--- src/rtl/core/chp_cross.sv ---
`timescale 1ns / 1ps
module chp_cross #(
  parameter int unsigned CW = 16
) (
  input  logic                 clk_i,
  input  logic                 rst_ni,
  input  logic                 start_i,
  input  logic signed [CW-1:0] ax_i,
  input  logic signed [CW-1:0] ay_i,
  input  logic signed [CW-1:0] bx_i,
  input  logic signed [CW-1:0] by_i,
  input  logic signed [CW-1:0] px_i,
  input  logic signed [CW-1:0] py_i,
  output logic                 done_o,
  output logic                 not_left_o
);
  logic [1:0] vld_q;
  logic signed [CW:0] dbx_q, dby_q, dqx_q, dqy_q;
  logic signed [2*CW+1:0] m1_q, m2_q;

  always_ff @(posedge clk_i or negedge rst_ni) begin
    if (!rst_ni) begin
      vld_q  <= '0;
      done_o <= 1'b0;
    end else begin
      vld_q  <= {vld_q[0], start_i};
      done_o <= vld_q[1];
    end
  end

  // differences, then products, then compare
  always_ff @(posedge clk_i) begin
    dbx_q      <= (CW+1)'(bx_i) - (CW+1)'(ax_i);
    dby_q      <= (CW+1)'(by_i) - (CW+1)'(ay_i);
    dqx_q      <= (CW+1)'(px_i) - (CW+1)'(ax_i);
    dqy_q      <= (CW+1)'(py_i) - (CW+1)'(ay_i);
    m1_q       <= (2*CW+2)'(dbx_q) * (2*CW+2)'(dqy_q);
    m2_q       <= (2*CW+2)'(dby_q) * (2*CW+2)'(dqx_q);
    not_left_o <= m1_q <= m2_q;
  end
endmodule

--- config.mk ---
export PLATFORM = sky130hd
export DESIGN_NAME = chp_cross
export DESIGN_NICKNAME = d
export VERILOG_FILES = /design/src/rtl/core/chp_cross.sv
export SDC_FILE = /design/constraint.sdc
export NUM_CORES = 2
export LEC_CHECK = 0
export BUFFER_PORTS_ARGS = -buffer_cell sky130_fd_sc_hd__buf_4
export CAP_MARGIN = 20
export CORE_UTILIZATION = 40
export CTS_CLUSTER_DIAMETER = 150
export DETAILED_ROUTE_END_ITERATION = 12
export GPL_ROUTABILITY_DRIVEN = 0
export PLACE_DENSITY = 0.56
export SLEW_MARGIN = 10
export SYNTH_ARGS = -nofsm -noshare
export SYNTH_HDL_FRONTEND = slang
export SYNTH_SLANG_ARGS = --single-unit
--- constraint.sdc ---
create_clock -name clk_i -period 6.35 [get_ports clk_i]
set_input_delay 0.635 -clock clk_i [delete_from_list [all_inputs] [get_ports clk_i]]
set_output_delay 0.635 -clock clk_i [all_outputs]
set_load 0.02 [all_outputs]
Word-level counts from Yosys, hierarchy flattened

Cells that the tools add are included.

Bits in registers: 140
Input port bits: 99
Output and inout bits: 2
Logic and storage cells: 16

$add $sub $neg: 4
Multipliers: 2
Magnitude comparators: 1

Operators by type and width:

| operator         | count |
|---|---|
| $mul A17 B17 Y34 | 2 |
| $sub A16 B16 Y17 | 4 |
| $le A34 B34 Y1   | 1 |

Longest topological paths before layout

Word-level depth: 1
Depth in mapped cells: 25

Worst setup path before layout

OpenSTA, ideal clock, no wires.

Kind: register to register
Start: register dbx_q[16]
End: register m1_q[33]
Setup time: 0.103 ns
Arrival: 6.389 ns
Path slack: -0.142 ns
Stages on the path, launching flop included: 22
Path buffers: 1
Clock period less this slack: 6.492 ns
Cells stage by stage: dfxtp_1 > clkbuf_1 > nand2_1 > inv_1 > fa_1 > fa_1 > fa_1 > fa_1 > fa_1 > inv_1 > fa_1 > inv_1 > ha_1 > nand2_2 > nand2b_4 > a211o_1 > or3b_4 > a31oi_4 > a31oi_4 > o31ai_4 > mux2i_1 > a2111oi_2

Longest elaborated chain between the ends: 1

Ends and longest elaborated chain:

| item                   | line | source |
|---|---|---|
| from (decl)            | 18   | `logic signed [CW:0] dbx_q, dby_q, dqx_q, dqy_q;` |
| from (signal assigned) | 33   | `dbx_q <= (CW+1)'(bx_i) - (CW+1)'(ax_i);` |
| $mul A17 B17 Y34       | 37   | `m1_q <= (2*CW+2)'(dbx_q) * (2*CW+2)'(dqy_q);` |
| to (signal assigned)   | 37   |  |
| to (decl)              | 19   | `logic signed [2*CW+1:0] m1_q, m2_q;` |

Every way passes these cells.

Final worst setup path

Start: register dbx_q[11]
End: register m1_q[32]

Same word-level chain as after synthesis.

==> impl_metrics.env <==
export IMPL_synth_fp_nets=4022
export IMPL_syn_avg_cell_area_um2=9.25
export IMPL_syn_cell_area_um2=28300
export IMPL_postCtsSetupBuffers=0
export IMPL_wl_mm=67.4
export IMPL_required_ps=6680
export IMPL_status="completed"
export IMPL_fillerInstances=6905
export IMPL_die_h_um=268
export IMPL_hpwlAfterDp_mm=59.6
export IMPL_coreArea_um2=70000
export IMPL_cp_end_kind="flop"
export IMPL_first_pass_iters=5
export IMPL_fin_crit_ps=6110
export IMPL_antenna_found_initial=0
export IMPL_yosysSeqAreaShare_pct=9.96
export IMPL_layout_area_overhead_vs_synth_pct=12.3
export IMPL_relSlewSlack_pct=43.3
export IMPL_synthArstFlopShare_pct=2.14
export IMPL_tns_ps=0
export IMPL_initialDrtViolationCount=923
export IMPL_cap_viol_max_count=0
export IMPL_wl_per_cell_um=16.1
export IMPL_rsz0062_at_grt="yes"
export IMPL_start_util_pct=40.4
export IMPL_ctsRootBufferMaster="clkbuf_16"
export IMPL_synth_cell_types=69
export IMPL_design_area_um2=31800
export IMPL_crit_type="reg -> reg"
export IMPL_placed_area_um2=31000
export IMPL_cts_buffers=17
export IMPL_clock_latency_ps=460
export IMPL_fin_crit_sh_pct=96.3
export IMPL_finalHoldViolations=0
export IMPL_worstPathMaxFanout=15
export IMPL_die_x_um=268
export IMPL_route_detailed_drc=0
export IMPL_slew_violations=0
export IMPL_cts_tree="yes"
export IMPL_drt_vias_per_instance=4.86
export IMPL_cp_start_kind="flop"
export IMPL_yosys_register_bits=140
export IMPL_grt_pass1_vias=21700
export IMPL_nets=4193
export IMPL_clock_sinks=140
export IMPL_synth_top_cell_area_share_pct=42.2
export IMPL_ctsHtreeMaxLevel=4
export IMPL_dieArea_um2=71800
export IMPL_path_clk_slew_ps=70
export IMPL_synth_largest_area_cell="fa_1"
export IMPL_synth_enable_flop_cells=0
export IMPL_setup_viol=0
export IMPL_yosys_warnings=0
export IMPL_cts_buffer_depth=2
export IMPL_drive_gt1_share_pct=10.1
export IMPL_synthTopCellsByArea="fa_1, ha_1, dfxtp_1"
export IMPL_synth_ff_type="dfxtp_1"
export IMPL_track_usage_pct=20.4
export IMPL_cp_arrival_ps=6440
export IMPL_register_area_um2=2860
export IMPL_worstMarginPinSlew_ps=843
export IMPL_vias=20400
export IMPL_multi_input_area_um2=22600
export IMPL_ant_nets=0
export IMPL_max_freq_mhz=164
export IMPL_ios=101
export IMPL_rows=97
export IMPL_clock_skew_final_ps=16.8
export IMPL_grt_pass1_wl_mm=113
export IMPL_overflow=0
export IMPL_port_buffers=100
export IMPL_finalWorstSetupSlack_ps=236
export IMPL_holdCritPathClass="in -> reg"
export IMPL_synth_cells=3059
export IMPL_grt_max_degree=18
export IMPL_dp_slack_ps=13.0
flip-flops by register name, summed over array words and instances, names as in the netlist:
register    count
not_left_o      1
dby_q          17
m2_q           34
done_o          1
dqy_q          17
vld_q           2
dbx_q          17
dqx_q          17
m1_q           34
layout make-up:
type / count / area share (%)
Antenna cell: 3 / 0.0236
Clock buffer: 17 / 1.34
Clock inverter: 15 / 0.516
Inverter: 699 / 8.26
Multi-Input combinational cell: 2143 / 71.3
Sequential cell: 140 / 9.00
Tap cell: 940 / 3.70
Timing Repair Buffer: 229 / 5.88
synthesized netlist by cell type, drive strengths merged (4+ instances only):
| library cell | n |
|---|---|
| inv | 699 |
| fa | 596 |
| nand2 | 321 |
| and2 | 293 |
| ha | 268 |
| dfxtp | 137 |
| nor2 | 101 |
| xnor2 | 78 |
| clkbuf | 72 |
| o21ai | 64 |
| a21oi | 61 |
| nor3 | 46 |
| a21o | 37 |
| nand3 | 36 |
| nor2b | 32 |
| nand2b | 22 |
| xor2 | 19 |
| or3 | 18 |
| o21a | 17 |
| a21boi | 12 |
| nand4 | 11 |
| a211oi | 10 |
| a221oi | 9 |
| o211ai | 9 |
| o31ai | 8 |
| and3 | 7 |
| nor4 | 7 |
| a31oi | 6 |
| a2111oi | 5 |
| a211o | 5 |
| buf | 5 |
| a41o | 4 |
| a41oi | 4 |
| o311ai | 4 |
path summary, 6_finish.rpt:
check	startpoint	to	slack (ps)	cells after the start
max	dbx_q[11]	m1_q[32]	240	20
min	start_i	vld_q[0]	290	1
max reg2reg	dbx_q[11]	m1_q[32]	240	20
min reg2reg	vld_q[1]	done_o	350	0
max in group asynchronous	rst_ni	vld_q[0]	5750	2
min in group asynchronous	rst_ni	done_o	510	2
repair_timing:
action                                  CTS  global route
pin swaps                                 0             7
gates resized for setup                   2            58
hold buffers                              1             0
endpoints found under the setup margin    2            17
endpoints found under the hold margin     3             0
metrics by stage:
step                      hold WS (ps)  cells  util [%]
after CTS                          270   4183      45.2
after global routing               270   4183      45.4
after detailed placement           335   4150      44.3
final                              294   4186      45.4
after floorplan                    331   3059         -
after global placement             333   4150      44.3
critical path, cell delays in order, from the launching register on:
cell,delay (ps)
dfxtp_1,310
buf_4,220
nand2_1,110
fa_1,550
inv_1,60
fa_1,470
fa_1,570
fa_2,460
fa_1,500
inv_1,50
fa_1,470
inv_1,40
ha_1,320
and2_1,210
nand3_1,140
nor2_1,330
and3_1,240
nand3_1,160
nand4_1,220
a2111oi_1,100
or3b_2,440
placed cells by master, fill, tap and decap left out, types with 4 or more instances in the layout:
cell | Yosys | layout
xor2_1 | 19 | 19
nor3_1 | 46 | 46
dfxtp_2 | 0 | 28
a31oi_1 | 4 | 4
and2_1 | 293 | 293
ha_1 | 268 | 266
dfxtp_1 | 137 | 107
nor2b_1 | 32 | 32
a21boi_0 | 11 | 11
clkbuf_16 | 0 | 17
or3_1 | 16 | 16
nand2b_1 | 21 | 21
o21a_1 | 17 | 17
and3_1 | 6 | 6
a211oi_1 | 10 | 9
nand2_2 | 1 | 4
a41o_1 | 4 | 4
a21o_1 | 36 | 36
o31ai_1 | 6 | 6
buf_6 | 1 | 6
a221oi_1 | 9 | 9
nand3_1 | 36 | 35
o21ai_0 | 57 | 53
nor2_1 | 101 | 101
buf_4 | 0 | 212
buf_12 | 0 | 10
nor4_1 | 7 | 6
a21oi_1 | 61 | 59
inv_1 | 699 | 699
a41oi_1 | 4 | 4
nand4_1 | 11 | 11
o211ai_1 | 9 | 9
nand2_1 | 320 | 317
a211o_1 | 4 | 4
xnor2_1 | 78 | 78
clkinv_4 | 0 | 4
inv_6 | 0 | 4
o21ai_1 | 7 | 10
fa_1 | 596 | 593
metal layers:
| layer | vias to the layer above | GRT usage, % | wire (um) |
|---|---|---|---|
| met4 | 0 | 3.58 | 958 |
| li1 | 9629 | - | - |
| met1 | 10300 | 27.6 | 30300 |
| met3 | 61 | 3.24 | 3110 |
| met2 | 369 | 34.6 | 33000 |
| met5 | - | 0 | 0 |
cells by family after synthesis:
group / Yosys count / synth area share [%]
AND/OR/NAND/NOR: 907 / 16.1
adder cells (fa/ha/maj): 864 / 54.0
AO/OA/AOI/OAI: 274 / 6.60
multiplexers: 1 / 0.0354
flip-flops: 140 / 9.96
buffers and inverters: 776 / 10.3
XOR/XNOR: 97 / 3.00
Power is left out: the tool's default activity adds up to more than one toggle a clock period on the data nets, which glitch-free logic cannot reach.
