$ cat src/rtl/core/chp_ram.sv
`timescale 1ns / 1ps
module chp_ram #(
  parameter int unsigned DEPTH = 64,
  parameter int unsigned WIDTH = 8,
  localparam int unsigned AW   = (DEPTH > 1) ? $clog2(DEPTH) : 1
) (
  input  logic             clk_i,
  input  logic             we_i,
  input  logic [AW-1:0]    waddr_i,
  input  logic [WIDTH-1:0] wdata_i,
  input  logic [AW-1:0]    raddr_i,
  output logic [WIDTH-1:0] rdata_o
);
  logic [WIDTH-1:0] mem [DEPTH];

  always_ff @(posedge clk_i) begin
    if (we_i) begin
      mem[waddr_i] <= wdata_i;
    end
    rdata_o <= mem[raddr_i];
  end
endmodule

$ cat config.mk
export PLATFORM = sky130hd
export DESIGN_NAME = chp_ram
export DESIGN_NICKNAME = d
export VERILOG_FILES = /design/src/rtl/core/chp_ram.sv
export SDC_FILE = /design/constraint.sdc
export NUM_CORES = 1
export LEC_CHECK = 0
export ABC_AREA = 1
export BUFFER_PORTS_ARGS = -buffer_cell sky130_fd_sc_hd__buf_2
export CAP_MARGIN = 5
export CORE_ASPECT_RATIO = 1.75
export CORE_MARGIN = 8
export CORE_UTILIZATION = 63
export CTS_CLUSTER_SIZE = 12
export DETAILED_ROUTE_END_ITERATION = 8
export PLACE_DENSITY = 0.8
export SLEW_MARGIN = 20
export SYNTH_ARGS = -nofsm -noshare
export SYNTH_HDL_FRONTEND = slang
export SYNTH_SLANG_ARGS = --single-unit
$ cat constraint.sdc
create_clock -name clk_i -period 2.8 [get_ports clk_i]
set_input_delay 0.28 -clock clk_i [delete_from_list [all_inputs] [get_ports clk_i]]
set_output_delay 0.28 -clock clk_i [all_outputs]
set_load 0.01 [all_outputs]
**Word-level counts from Yosys, hierarchy flattened**

Memory sizes are Yosys's and may differ from the RTL's. A register that Yosys moved wholly into a read port is not among the register bits.
Cells that the tools add are included.

- Memories: 1
- Input port bits: 22
- Register bits: 0
- Bits in writable memories: 512

Memories:

| name | words | width | read ports | clocked after memory_dff | write ports | RTL line | text |
|---|---|---|---|---|---|---|---|
| mem | 64 | 8 | 1 | 1 | 1 | 14 | `logic [WIDTH-1:0] mem [DEPTH];` |

- Multiplexer cells: 2

Operators with widths:

| cell | number |
|---|---|
| two-way mux 1 bit | 2 |

**Logic depth before layout (Yosys ltp)**

- Depth in word-level cells: 2
- Depth in mapped cells: 12
- Gate-level depth less buffers: 9

**Worst setup path before layout**

No wires, ideal clock.

- Path kind: input to register
- Start point: input we_i
- End point: memory mem[48][0], enable pin
- Stages on the path: 3
- Setup slack: 0.754 ns
- Data arrival time: 1.651 ns
- Path through: clkbuf_1 -> nand4_1 -> nor4_1

- Word-level cells in the longest chain between the ends: 2

Ends and longest elaborated chain:

| element | RTL line | text |
|---|---|---|
| from (decl) | 8 | `input logic we_i,` |
| two-way mux 1 bit | 17 | `if (we_i) begin` |
| two-way mux 1 bit (not written as such) | 18 | `mem[waddr_i] <= wdata_i;` |
| to (decl) | 14 |  |

No other way between the ends.

**Final worst setup path**

- Start point: input waddr_i[0]
- End point: memory mem[24][7], enable pin

RTL lines:

| element | RTL line | text |
|---|---|---|
| from (decl) | 9 | `input logic [AW-1:0] waddr_i,` |

Straight into the memory's write port.

==> impl.org <==
** Outcome
- The flow ran to the end, and the final reports show no timing, DRC or antenna violations.

** Min path
- The worst hold path was traced through 3 stages.
- Hold path startpoint :: raddr_i[5]
- Path class of the lowest-slack min-delay path :: primary input to flop
- WHS Endpoint :: rdata_o[1]$_DFF_P_

** Die
- The initial utilization of the core area, before any placement, comes to 0.6366.
- Number of placement rows :: 89
- Core footprint :: 33520 sq um
- The die covers 40250 sq um.
- Horizontal die dimension :: 155.1 um
- In this run the vertical extent of the chip is 259.5 um.
- In this run the count of I/O pins placed on the die edge is 30.

** Cells and area
- Area Growth Syn to Fin :: 9.422%
- For this run, the post-layout net count is 1879.
- Total non-filler cell area in the finished layout :: 23350 sq um
- Of the cells placed in the final design, the portion with a size suffix greater than 1 is 0.08850.

** Setup path
- In this run the worst path has a maximum fanout of 9.
- At the worst endpoint, the required time is 2990 ps.
- Depth of the worst register-to-register path :: 8
- Capture point of the worst reg-to-reg path :: rdata_o[5]$_DFF_P_
- Register-to-register setup slack :: 1460 ps
- On the critical path the largest part of the delay comes from simple AND/OR/NAND/NOR gates.
- In this run the critical register-to-register path is launched from mem[19][5]$_DFFE_PP_.
- The worst setup path is launched from a primary input.
- Delay contributed by the slowest stage of the critical path :: 910 ps
- Signal arrival time at the worst endpoint :: 2300 ps
- STA classifies the critical path endpoint as a flop.
- The critical path is of the primary input to flop type.
- Depth of the critical timing path with buffers and inverters included :: 4
- Among all stages on the critical path, the largest delay is contributed by sky130_fd_sc_hd__nor2_1.
- CP bufs+invs :: 2
- The signal on the critical path passes through buf_2 > inv_1 > nand4_1 > nor2_1.

** GRT
- Leftover overflow at the end of global routing :: 0
- In the global route stage, overall resource usage came out at 0.2683.
- Maximum number of pins on one net before global-route repair :: 193
- Met1 Use GR :: 0.3122
- For met3 alone, demand over resource in global routing was 0.03983.
- The global routing stage identified its most utilized layer as met2.
- First-pass GRT wire length :: 80510 um
- The via count of the first global-routing pass is 13842.
- Met2 track utilization from global routing :: 0.4637
- Number of antenna violations at the first check in global routing :: 2

** Clocking
- Number of sinks handled by clock tree synthesis :: 520
- Total clock buffers created by CTS :: 49
- The tree is rooted in a sky130_fd_sc_hd__clkbuf_16.
- Post CTS Setup Buffer Count :: 0
- CTS max path bufs :: 3
- CTS tree :: yes
- Clock-pin slew was measured on the worst setup and hold paths at 60 ps.
- Buffers inserted to repair hold after CTS numbered 0.
- The H-tree was split into 2 levels.
- Resize count post-CTS :: 0
- Clock latency reported for the late side of the worst-skew pair :: 570 ps

** Timing
- Worst slew margin relative to its limit :: 0.3794
- Hold slack final :: 69.81 ps
- The number of hold-slack violations in the final timing report came to 0.
- Clock skew on the completed layout was measured at 17.19 ps.
- Derived from the worst setup path, the maximum achievable clock frequency is 0.4737 GHz.
- Crit share post-route :: 0.7540
- Min Tclk post-route :: 2111 ps
- At the pin with the least slew margin, the transition time is 930.9 ps.
- Setup total negative slack on the finished layout was measured at 0 ps.
- Setup violations remaining at the end of the flow were counted as 0.
- Count of final max-slew check failures :: 0
- Setup repair after global routing left no endpoint under its margin.

** Logic synthesis
- In the post-synthesis netlist, the biggest area contributors are sky130_fd_sc_hd__edfxtp_1 72%, sky130_fd_sc_hd__nand2_1 11%, sky130_fd_sc_hd__nand3_1 10%.
- Area fraction of the dominant cell type after synthesis :: 0.7205
- The number of nets handed over by synthesis was 1827.
- Counting flops and latches in the post-synthesis netlist gives 520.
- Post-synthesis instance area :: 21340 sq um
- Summed over all instances, the cell type with the most area after synthesis is sky130_fd_sc_hd__edfxtp_1.
- Synthesized area divided by synthesized cell count :: 11.82 sq um
- For this run, the register share of the synthesized area comes to 0.7280.
- Yosys printed 0 warnings.
- Yosys mapped the design onto 16 distinct sky130hd cell types.
- Cell count after synthesis :: 1805

** Power
- Lkg Pwr :: 0.008483 uW
- Of the total power, the clock network draws 0.377.
- Of the total power, the share spent switching nets is 0.2193.
- Of the total power, registers draw 0.557.
- Logic pwr share :: 0.066
- In this run the power spent charging and discharging nets is 3401 uW.
- Power Internal :: 12110 uW
- Power spread over the standard cell area amounts to 664.3 nW/um^2.
- The worst-case IR drop observed on VDD is 0.4939 mV.

** Placement
- Count of port buffers added during placement :: 29
- Routability congestion estimate from global placement :: 0.8986
- DP Area :: 21990 sq um
- The wire-length estimate of the detail-placed layout is 32080 um.

** Routing
- Before antenna repair, the detailed router went through 8 iterations.
- Total length of routed wires :: 53050 um
- Via count :: 14264
- The detailed router finished its first iteration with 1601 violations.
- After detailed routing, the number of remaining DRC violations is 0.
- Post-detailed-route wirelength per cell :: 22.63 um
- Dividing the detail-routed via count by the number of cells gives 6.085.
- Number of nets with antenna violations after detailed routing :: 0

** Run
- The tool flagged a number of max-cap violations equal to 0.
==> placed cells by master (no fill, tap or decap) <==
cell / Yosys / final
sky130_fd_sc_hd__nand2_1: 648 / 648
sky130_fd_sc_hd__edfxtp_1: 512 / 512
sky130_fd_sc_hd__nand3_1: 439 / 439
sky130_fd_sc_hd__buf_4: 14 / 78
sky130_fd_sc_hd__nor2_1: 56 / 56
sky130_fd_sc_hd__clkbuf_16: 0 / 49
sky130_fd_sc_hd__clkbuf_1: 15 / 31
sky130_fd_sc_hd__buf_2: 37 / 27
sky130_fd_sc_hd__inv_1: 10 / 9
sky130_fd_sc_hd__nand4_1: 9 / 9
sky130_fd_sc_hd__nor4_1: 8 / 8
sky130_fd_sc_hd__buf_12: 0 / 8
sky130_fd_sc_hd__dfxtp_1: 8 / 8
sky130_fd_sc_hd__diode_2: 0 / 2
sky130_fd_sc_hd__inv_6: 1 / 1
sky130_fd_sc_hd__inv_4: 0 / 1
sky130_fd_sc_hd__inv_2: 1 / 1
sky130_fd_sc_hd__clkinvlp_4: 0 / 1
sky130_fd_sc_hd__buf_6: 35 / 1
==> layer usage <==
metal / vias to the layer above / share of wire
met3: 198 / 0.086
met1: 6825 / 0.34
met2: 804 / 0.51
met5: - / 0
met4: 0 / 0.060
li1: 6437 / -
==> cells by family after synthesis <==
family / share of synthesized area
buffers and inverters: 0.04022
DFF: 0.7280
and+or+nand+nor: 0.2318
==> power by group through the flow <==
| stage | Sequential [uW] | Combinational (uW) | Clock (uW) |
|---|---|---|---|
| final | 8640 | 1020 | 5850 |
| after floorplan | 8800 | 605 | 0 |
| after global routing | 8640 | 1100 | 6200 |
| after global placement | 8800 | 973 | 0 |
| after CTS | 8640 | 1000 | 5920 |
| after detailed placement | 8800 | 998 | 0 |
==> state kept, by name (all words and copies together) (netlist names) <==
| register | flops |
|---|---|
| mem | 512 |
| rdata_o | 8 |
==> stage by stage <==
step | utilization | total power (uW) | std cells | worst slack, ps
2_1_floorplan | - | 9408 | 1805 | 753.9
3_3_place_gp | 0.6562 | 9777 | 2261 | 378.8
3_5_place_dp | 0.6562 | 9803 | 2261 | 283.2
4_1_cts | 0.6965 | 15560 | 2342 | 857.0
5_1_grt | 0.6965 | 15940 | 2342 | 724.9
6_report | 0.6966 | 15510 | 2344 | 688.7
==> synth_stat cells <==
cell type,n
sky130_fd_sc_hd__buf_2,37
sky130_fd_sc_hd__inv_1,10
sky130_fd_sc_hd__clkbuf_1,15
sky130_fd_sc_hd__dfxtp_1,8
sky130_fd_sc_hd__inv_2,1
sky130_fd_sc_hd__buf_8,2
sky130_fd_sc_hd__inv_6,1
sky130_fd_sc_hd__nand3_1,439
sky130_fd_sc_hd__nor2_1,56
sky130_fd_sc_hd__nand4_1,9
sky130_fd_sc_hd__edfxtp_1,512
sky130_fd_sc_hd__nor4_1,8
sky130_fd_sc_hd__nand2_1,648
sky130_fd_sc_hd__buf_4,14
sky130_fd_sc_hd__buf_1,10
sky130_fd_sc_hd__buf_6,35
==> worst register-to-register path, cell delays in order, from the launching register on <==
cell	delay (ps)
sky130_fd_sc_hd__edfxtp_1	360
sky130_fd_sc_hd__nand2_1	80
sky130_fd_sc_hd__nand3_1	120
sky130_fd_sc_hd__nand3_1	200
sky130_fd_sc_hd__nand2_1	80
sky130_fd_sc_hd__nand2_1	60
sky130_fd_sc_hd__nand3_1	110
sky130_fd_sc_hd__nand3_1	170
sky130_fd_sc_hd__nand2_1	70
==> worst max-delay path by stage <==
stage	startpoint	end	slack (ps)
floorplan	we_i	mem[48][0]$_DFFE_PP_	750
global placement	waddr_i[1]	mem[24][4]$_DFFE_PP_	380
detailed placement	waddr_i[1]	mem[24][3]$_DFFE_PP_	280
CTS	waddr_i[1]	mem[24][7]$_DFFE_PP_	860
global route	waddr_i[0]	mem[24][7]$_DFFE_PP_	720
finish	waddr_i[0]	mem[24][7]$_DFFE_PP_	690
==> area by class of cell <==
class	count	area, sq um
Antenna cell	2	5.005
Clock buffer	80	1343
Multi-Input combinational cell	1160	4946
Clock inverter	1	7.507
Fill cell	2255	10170
Inverter	12	52.55
Timing Repair Buffer	114	892.1
Sequential cell	520	15530
Tap cell	455	569.3
(Power assumes the default switching activity.)
